$ cat src/rtl/ptvs_pkg.sv
`timescale 1ns / 1ps
// ----------------------------------------------------------------------------
// ptvs_pkg
// Shared sizes, register indexes and derived widths of the periodic texel
// volume sampler.
// ----------------------------------------------------------------------------
package ptvs_pkg;

    localparam int MAX_RESOLUTION = 32;
    localparam int MAX_FRAMES     = 16;
    localparam int CHANNELS       = 4;
    localparam int TEXEL_DEPTH    = MAX_RESOLUTION * MAX_RESOLUTION * MAX_FRAMES;

    localparam int MIN_RESOLUTION = 4;
    localparam int MIN_FRAMES     = 2;

    localparam int ADDR_W = $clog2(TEXEL_DEPTH);
    localparam int RES_W  = $clog2(MAX_RESOLUTION + 1);
    localparam int FR_W   = $clog2(MAX_FRAMES + 1);
    localparam int RR_W   = $clog2(MAX_RESOLUTION * MAX_RESOLUTION + 1);

    // Shared multiplier operand and product widths.
    localparam int MUL_A_W = 49;
    localparam int MUL_B_W = 17;
    localparam int MUL_P_W = MUL_A_W + MUL_B_W;

    // Channel sum is at most 255 * 2^48.
    localparam int SUM_W = 56;
    // Rounded sum shifted right by 16 is the widest divider operand.
    localparam int DIV_W = SUM_W + 1 - 16;

    localparam int CFG_IDX_W = 3;
    localparam int CFG_DAT_W = 32;

    localparam logic [CFG_IDX_W-1:0] CFG_RESOLUTION       = 3'd0;
    localparam logic [CFG_IDX_W-1:0] CFG_FRAMES           = 3'd1;
    localparam logic [CFG_IDX_W-1:0] CFG_INV_TILE_SIZE    = 3'd2;
    localparam logic [CFG_IDX_W-1:0] CFG_INV_LOOP_PERIOD  = 3'd3;
    localparam logic [CFG_IDX_W-1:0] CFG_HORIZONTAL_SCALE = 3'd4;
    localparam logic [CFG_IDX_W-1:0] CFG_VERTICAL_SCALE   = 3'd5;

    localparam logic KIND_WRITE = 1'b0;
    localparam logic KIND_QUERY = 1'b1;

endpackage

$ cat src/rtl/ptvs_div255.sv
`timescale 1ns / 1ps
// ----------------------------------------------------------------------------
// ptvs_div255
// Iterative division by 255 using the identity 256 = 255 + 1: every cycle
// the high part of the remainder folds into the quotient and the remainder.
// ----------------------------------------------------------------------------
module ptvs_div255 (
    input  logic                          clk,
    input  logic                          rst_n,
    input  logic                          start,
    input  logic [ptvs_pkg::DIV_W-1:0]    dividend,
    output logic                          done,
    output logic [ptvs_pkg::DIV_W-1:0]    quotient
);

    localparam int W = ptvs_pkg::DIV_W;

    logic         busy_reg, busy_next;
    logic [W-1:0] q_reg, q_next;
    logic [W-1:0] r_reg, r_next;

    // Invariant: dividend = 255 * q + r.
    assign done     = busy_reg && (r_reg < W'(255));
    assign quotient = q_reg;

    always_comb
    begin
        busy_next = busy_reg;
        q_next    = q_reg;
        r_next    = r_reg;
        if (start)
        begin
            busy_next = 1'b1;
            q_next    = '0;
            r_next    = dividend;
        end
        else if (busy_reg)
        begin
            if (r_reg >= W'(256))
            begin
                q_next = q_reg + (r_reg >> 8);
                r_next = W'(r_reg[7:0]) + (r_reg >> 8);
            end
            else if (r_reg == W'(255))
            begin
                q_next = q_reg + W'(1);
                r_next = '0;
            end
            else
            begin
                busy_next = 1'b0;
            end
        end
    end

    always_ff @(posedge clk or negedge rst_n)
    begin
        if (!rst_n)
        begin
            busy_reg <= 1'b0;
        end
        else
        begin
            busy_reg <= busy_next;
        end
    end

    always_ff @(posedge clk)
    begin
        q_reg <= q_next;
        r_reg <= r_next;
    end

endmodule

$ cat config.mk
export PLATFORM = sky130hd
export DESIGN_NAME = ptvs_div255
export DESIGN_NICKNAME = d
export VERILOG_FILES = /design/src/rtl/ptvs_pkg.sv /design/src/rtl/ptvs_div255.sv
export SDC_FILE = /design/constraint.sdc
export NUM_CORES = 1
export LEC_CHECK = 0
export BUFFER_PORTS_ARGS = -buffer_cell sky130_fd_sc_hd__buf_2
export CAP_MARGIN = 20
export CORE_ASPECT_RATIO = 0.5
export CORE_UTILIZATION = 39
export DETAILED_ROUTE_END_ITERATION = 10
export PLACE_DENSITY = 0.65
export SETUP_SLACK_MARGIN = 0.4
export SLEW_MARGIN = 20
export SYNTH_ARGS = -nofsm -noshare
export SYNTH_HDL_FRONTEND = slang
export SYNTH_SLANG_ARGS = --single-unit
$ cat constraint.sdc
create_clock -name clk -period 7.8 [get_ports clk]
set_clock_uncertainty 0.15 [all_clocks]
set_input_delay 0 -clock clk [delete_from_list [all_inputs] [get_ports clk]]
set_output_delay 0 -clock clk [all_outputs]
set_load 0.02 [all_outputs]
==> run metrics, run 1 <==
mean post-synth cell area 8.23 sq um; die height 91.3 microns; Setup-failing EPs final 0; CTS H-tree depth 3; vias per cell 5.56; setup tns final 0 ps; drt total wl 17.1 mm; number of synthesized flops with an enable pin 41; RSZ-0062 raised after global routing false; GP Congestion 0.882; Slowest cell on crit path nor4_1; PD cells 291 mW/mm^2; Post-Syn Area 0.00622 sq mm; dominant synthesized flop cell edfxtp_1; register bit total from synthesis 83; sequential area share after synthesis 33.4%; critical path cell sequence nor4_1 > and4_1 > nand2_1 > nand2_1 > ha_1 > fa_1 > a211oi_1 > o21ai_1 > nand3_1 > a31o_2 > o21ai_2 > a221o_1 > nand3_1 > xor2_1 > nor2_1; dpl hpwl 12.4 mm; grt ovf 0; IO Count 86; final hold vios 0; period utilization 49.4%; Max Clock Freq 260 MHz; filler cell count in the final layout 1505; Setup crit end kind register; warning count from the yosys run 0; TritonCTS Buffers 9; setup slack, reg-to-reg 3950 ps; Worst Setup Path Type register to register; full die area 0.0165 sq mm; number of cells upsized or downsized after cts 0; Worst-path clk slew 60 ps; Chip Width 181 microns; ant diodes 0; total core area 0.0155 sq mm; Synth-to-Final Area Change 19.0%; PnR worst setup slack 3950 ps; Worst Path Arrival 3900 ps; reg2reg path depth 15; CTS sink count 83; measured slew at the worst slew-check pin 840 ps; area leader, netlist edfxtp_1; Layout Nets 921; DRC Markers 0; Critical Path RT 7860 ps; Synth top area share 19.8%; vias in the first global route 5508; port bufs 85; Relative slew margins 43.4%; worst hold path depth 2; root buffer cell clkbuf_16; Post-synth ARST share 1.20%; maximum buffer depth of the clock tree 2; synth top area cells edfxtp_1, dfxtp_1, ha_1; Final Total Pwr 2.16 mW; CTS tree yes; Starting Density 40.2%; post-synthesis cell type count 69; Max FO, Critical Path 5; Leak 3.20 nW; final antenna-violating net count 0; Setup Slack @ Placement 4020 ps; initial antenna violation count 0; DR pass1 iterations 5; clock latency on the worst-skew pair 340 ps; max_cap viols 0; status finished, final reports clean; share of cells above drive strength 1 15.4%; DR iter-0 viols 408; final slew viol count 0; Post-Syn Instances 756; drt wl/cell 16.4 microns; Vias 5794; worst vdd rail ir drop 0.000135 V; CP peak stage delay 540 ps; worst hold path class input pin to register; most common cell in the netlist nand2_1; synth cell count leaders nand2_1, nor2_1, clkbuf_1, o21ai_0, a21oi_1; minimum clock period 3850 ps; first-pass GRT wire length 27.9 mm; row cnt 32; Syn Nets 843; largest net degree at the start of global routing 82; gr usage total 21.1%; startpoint types register
-- power breakdown --
part,internal (mW),switching [mW]
registers,0.567,0.112
logic,0.429,0.588
clock network,0.280,0.180
-- layer usage --
metal  global-route usage, %  wire length [microns]
met4                    7.12                    337
met5                       0                      0
met2                    34.2                   7880
met3                    3.53                    840
met1                    28.4                   8090
-- final cells by class --
class	count	area, sq um	share of cell area (%)
Clock buffer	9	225	3.04
Clock inverter	7	92.6	1.25
Inverter	17	63.8	0.862
Multi-Input combinational cell	591	3800	51.4
Sequential cell	83	2080	28.0
Tap cell	204	255	3.45
Timing Repair Buffer	132	888	12.0
-- path summary, 6_finish.rpt --
path | startpoint | endpoint
min in group asynchronous | rst_n | busy_reg
worst min register to register | quotient[5] | quotient[5]
max in group asynchronous | rst_n | busy_reg
worst min-delay path | start | quotient[27]
worst max-delay path | r_reg[20] | quotient[34]
worst max register to register | r_reg[20] | quotient[34]
-- kinds of logic after synthesis --
family / after synthesis / share of synthesized area [%]
AO/OA/AOI/OAI: 192 / 20.0
buffers and inverters: 82 / 5.55
flip-flops: 83 / 33.4
multiplexers: 7 / 1.13
AND/OR/NAND/NOR: 293 / 23.1
XOR/XNOR: 56 / 7.88
adder cells (fa/ha/maj): 43 / 8.89
-- layout by cell type (no fill, tap or decap), types with 14 or more instances in the layout --
cell            n
xnor2_1        40
dfxtp_1        41
nand3_1        40
nand2_1        82
inv_1          17
edfxtp_1       41
nor2_1         73
a21oi_1        53
xor2_1         16
ha_1           41
dlygate4sd3_1  43
o21ai_0        55
and3_1         14
a21o_1         22
buf_2          84
-- stage by stage --
step / cells / utilization, % / hold WS [ps] / area (sq um)
floorplan: 756 / - / -446 / 6220
global placement: 984 / 43.0 / -372 / 6660
detailed placement: 984 / 43.0 / -373 / 6660
CTS: 1043 / 47.8 / 60.8 / 7410
global route: 1043 / 47.8 / 112 / 7410
finish: 1043 / 47.8 / 70.7 / 7410
-- worst max-delay path, delay by kind of cell, from the launching register on --
kind | cells | cell delay (ps)
and+or+nand+nor | 7 | 1450
AOI/OAI and AO/OA | 5 | 1090
DFF | 1 | 480
adders and majority gates | 2 | 430
xor gates and xnor gates | 1 | 150
-- timing repair --
action                    in CTS  in global routing
buffers inserted               0                  0
hold endpoints to repair      42                  0
hold buffers                  43                  0
Note: power is estimated with default switching activity, not from simulation.
==> run 2, diff against run 1 <==
- ABC_AREA: unset -> 1
- PLACE_DENSITY: 0.65 -> 0.64
- clock period: 7.8 -> 3.58 ns (I/O delays scaled with it)
==> run metrics, run 2 <==
setup tns final 0 ps (unchanged); warning count from the yosys run 0 (unchanged); DRC Markers 0 (unchanged); DR pass1 iterations 5 (unchanged); startpoint types register (unchanged); Worst-path clk slew 70 ps (was 60 ps); final core occ 48.1% (was 47.8%); Chip Width 197 microns (was 181 microns); synth cell count leaders nand2_1, inv_1, nor2_1, nand3_1, a21oi_1 (was nand2_1, nor2_1, clkbuf_1, o21ai_0, a21oi_1); Slowest cell on crit path edfxtp_1 (was nor4_1); measured slew at the worst slew-check pin 750 ps (was 840 ps); number of synthesized flops with an enable pin 41 (unchanged); Layout Nets 1449 (was 921); filler cell count in the final layout 1937 (was 1505); TritonCTS Buffers 9 (unchanged); die height 99.5 microns (was 91.3 microns); ant diodes 0 (unchanged); PD cells 543 mW/mm^2 (was 291 mW/mm^2); final slew viol count 0 (unchanged); Area after DPL 0.00801 sq mm (was 0.00666 sq mm); Final Total Pwr 4.84 mW (was 2.16 mW); most frequent cells in the layout nand2_1, inv_1, nor2_1 (was buf_2, nand2_1, nor2_1); DR iter-0 viols 578 (was 408); status finished, final reports clean (unchanged); most common cell after layout, fill and taps aside nand2_1 (was buf_2); Critical Path RT 3680 ps (was 7860 ps); placed insts 1549 (was 984); Worst Setup Path Type register to register (unchanged); root buffer cell clkbuf_16 (unchanged); Starting Density 40.0% (was 40.2%); area leader, netlist nand2_1 (was edfxtp_1); delay-heaviest family, CP simple AND/OR/NAND/NOR gates (unchanged); port bufs 85 (unchanged); CTS H-tree depth 3 (unchanged); max_cap viols 0 (unchanged); Setup crit end kind register (unchanged); post-synthesis cell type count 36 (was 69); synth top area cells nand2_1, edfxtp_1, dfxtp_1 (was edfxtp_1, dfxtp_1, ha_1); share of cells above drive strength 1 11.4% (was 15.4%); dominant synthesized flop cell edfxtp_1 (unchanged); critical path cell sequence inv_1 > nand3_1 > nor2_1 > nand2_1 > nor2_2 > nand2_1 > nand2_1 > ha_2 > fa_2 > inv_1 > nor2_1 > or2_2 > nand2_1 > nand3_1 > nor2_1 > o21ai_0 > nand2_1 > inv_1 (was nor4_1 > and4_1 > nand2_1 > nand2_1 > ha_1 > fa_1 > a211oi_1 > o21ai_1 > nand3_1 > a31o_2 > o21ai_2 > a221o_1 > nand3_1 > xor2_1 > nor2_1); drt total wl 26.6 mm (was 17.1 mm); register bit total from synthesis 83 (unchanged); most frequent CP cell nand2_1; gr usage total 27.7% (was 21.1%); final antenna-violating net count 0 (unchanged); dpl hpwl 21.1 mm (was 12.4 mm); final hold vios 0 (unchanged); final std cells w/o fill 1626 (was 1043); worst vdd rail ir drop 0.000260 V (was 0.000135 V); Post-synth ARST share 1.20% (unchanged); Setup-failing EPs final 0 (unchanged); Max Clock Freq 341 MHz (was 260 MHz); CTS tree yes (unchanged); total core area 0.0185 sq mm (was 0.0155 sq mm); vias per cell 4.98 (was 5.56); Synth-to-Final Area Change 20.2% (was 19.0%); Leak 4.76 nW (was 3.20 nW); Relative slew margins 50.0% (was 43.4%); full die area 0.0196 sq mm (was 0.0165 sq mm); CTS sink count 83 (unchanged); CP peak stage delay 530 ps (was 540 ps); row cnt 35 (was 32); period utilization 82.0% (was 49.4%); drt wl/cell 16.4 microns (about the same); most common cell in the netlist nand2_1 (unchanged); final instance area 0.00891 sq mm (was 0.00741 sq mm); vias in the first global route 7510 (was 5508); mean post-synth cell area 5.95 sq um (was 8.23 sq um); Max FO, Critical Path 6 (was 5); Post-Syn Instances 1246 (was 756); sequential area share after synthesis 28.0% (was 33.4%); RSZ-0062 raised after global routing true (was false); initial antenna violation count 0 (unchanged); worst hold path class input pin to register (unchanged); Worst Path Arrival 3040 ps (was 3900 ps); grt ovf 0 (unchanged); first-pass GRT wire length 40.9 mm (was 27.9 mm); Synth top area share 21.0% (was 19.8%); critical path buffer and inverter count 3 (was 0); Syn Nets 1333 (was 843); Post-Syn Area 0.00741 sq mm (was 0.00622 sq mm); Vias 8104 (was 5794); GP Congestion 0.991 (was 0.882); IO Count 86 (unchanged); minimum clock period 2940 ps (was 3850 ps); largest net degree at the start of global routing 80 (was 82); maximum buffer depth of the clock tree 2 (unchanged); clock latency on the worst-skew pair 360 ps (was 340 ps)
## run 2: stage by stage
step	worst slack, ps	hold WS [ps]
floorplan	951	-446
global placement	423	-373
detailed placement	412	-371
CTS	480	225
global route	350	249
finish	645	207
## run 2: path summary, 6_finish.rpt
path | startpoint | endpoint | slack (ps) | depth (start not counted)
max | r_reg[17] | quotient[20] | 640 | 18
min | start | r_reg[31] | 210 | 4
max reg2reg | r_reg[17] | quotient[20] | 640 | 18
min reg2reg | quotient[40] | quotient[40] | 360 | 2
max in group asynchronous | rst_n | busy_reg | 2840 | 3
min in group asynchronous | rst_n | busy_reg | 330 | 3
## run 2: kinds of logic (layout without fill, tap and decap cells)
kind of cell,Yosys count,count (layout),synth area share (%)
compound gates,133,133,9.30
xor+xnor,24,24,2.84
fa+ha+maj,43,43,7.46
buf+inv,253,374,13.4
flops,83,83,28.0
simple gates,710,710,38.9
## run 2: area by class of cell
cell class,instances,area (sq um),share of cell area [%]
multi-input combinational,910,4360,48.9
timing repair buffer,157,1070,12.0
sequential,83,2080,23.3
clock buffer,12,267,2.99
clock inverter,4,55.1,0.618
inverter,201,757,8.49
tap,259,324,3.64
## run 2: routing by layer
| layer | routed length, microns | track usage [%] | vias to the layer above |
|---|---|---|---|
| met2 | 10700 | 41.5 | 295 |
| met4 | 759 | 8.88 | 0 |
| li1 | - | - | 4115 |
| met1 | 13000 | 39.3 | 3646 |
| met3 | 2090 | 6.44 | 48 |
| met5 | 0 | 0 | - |
## run 2: power by group
| group | total [mW] | switching, mW | internal [mW] |
|---|---|---|---|
| sequential | 1.45 | 0.238 | 1.21 |
| clock | 1.04 | 0.436 | 0.603 |
| combinational | 2.35 | 1.51 | 0.839 |
| total | 4.84 | 2.18 | 2.66 |
## run 2: what timing repair did
action,CTS,global route
buffers inserted,1,17
pin swaps,0,2
resized for setup,0,8
endpoints found under the setup margin,3,16
hold endpoints to repair,42,0
hold buffers,43,0
## run 2: worst register-to-register path, cell delays in order (launching register included)
cell and delay [ps]:
edfxtp_1 530, inv_1 70, nand3_1 120, nor2_1 60
nand2_1 60, nor2_2 50, nand2_1 130, nand2_1 80
ha_2 200, fa_2 430, inv_1 70, nor2_1 50
or2_2 290, nand2_1 70, nand3_1 120, nor2_1 110
o21ai_0 90, nand2_1 110, inv_1 40
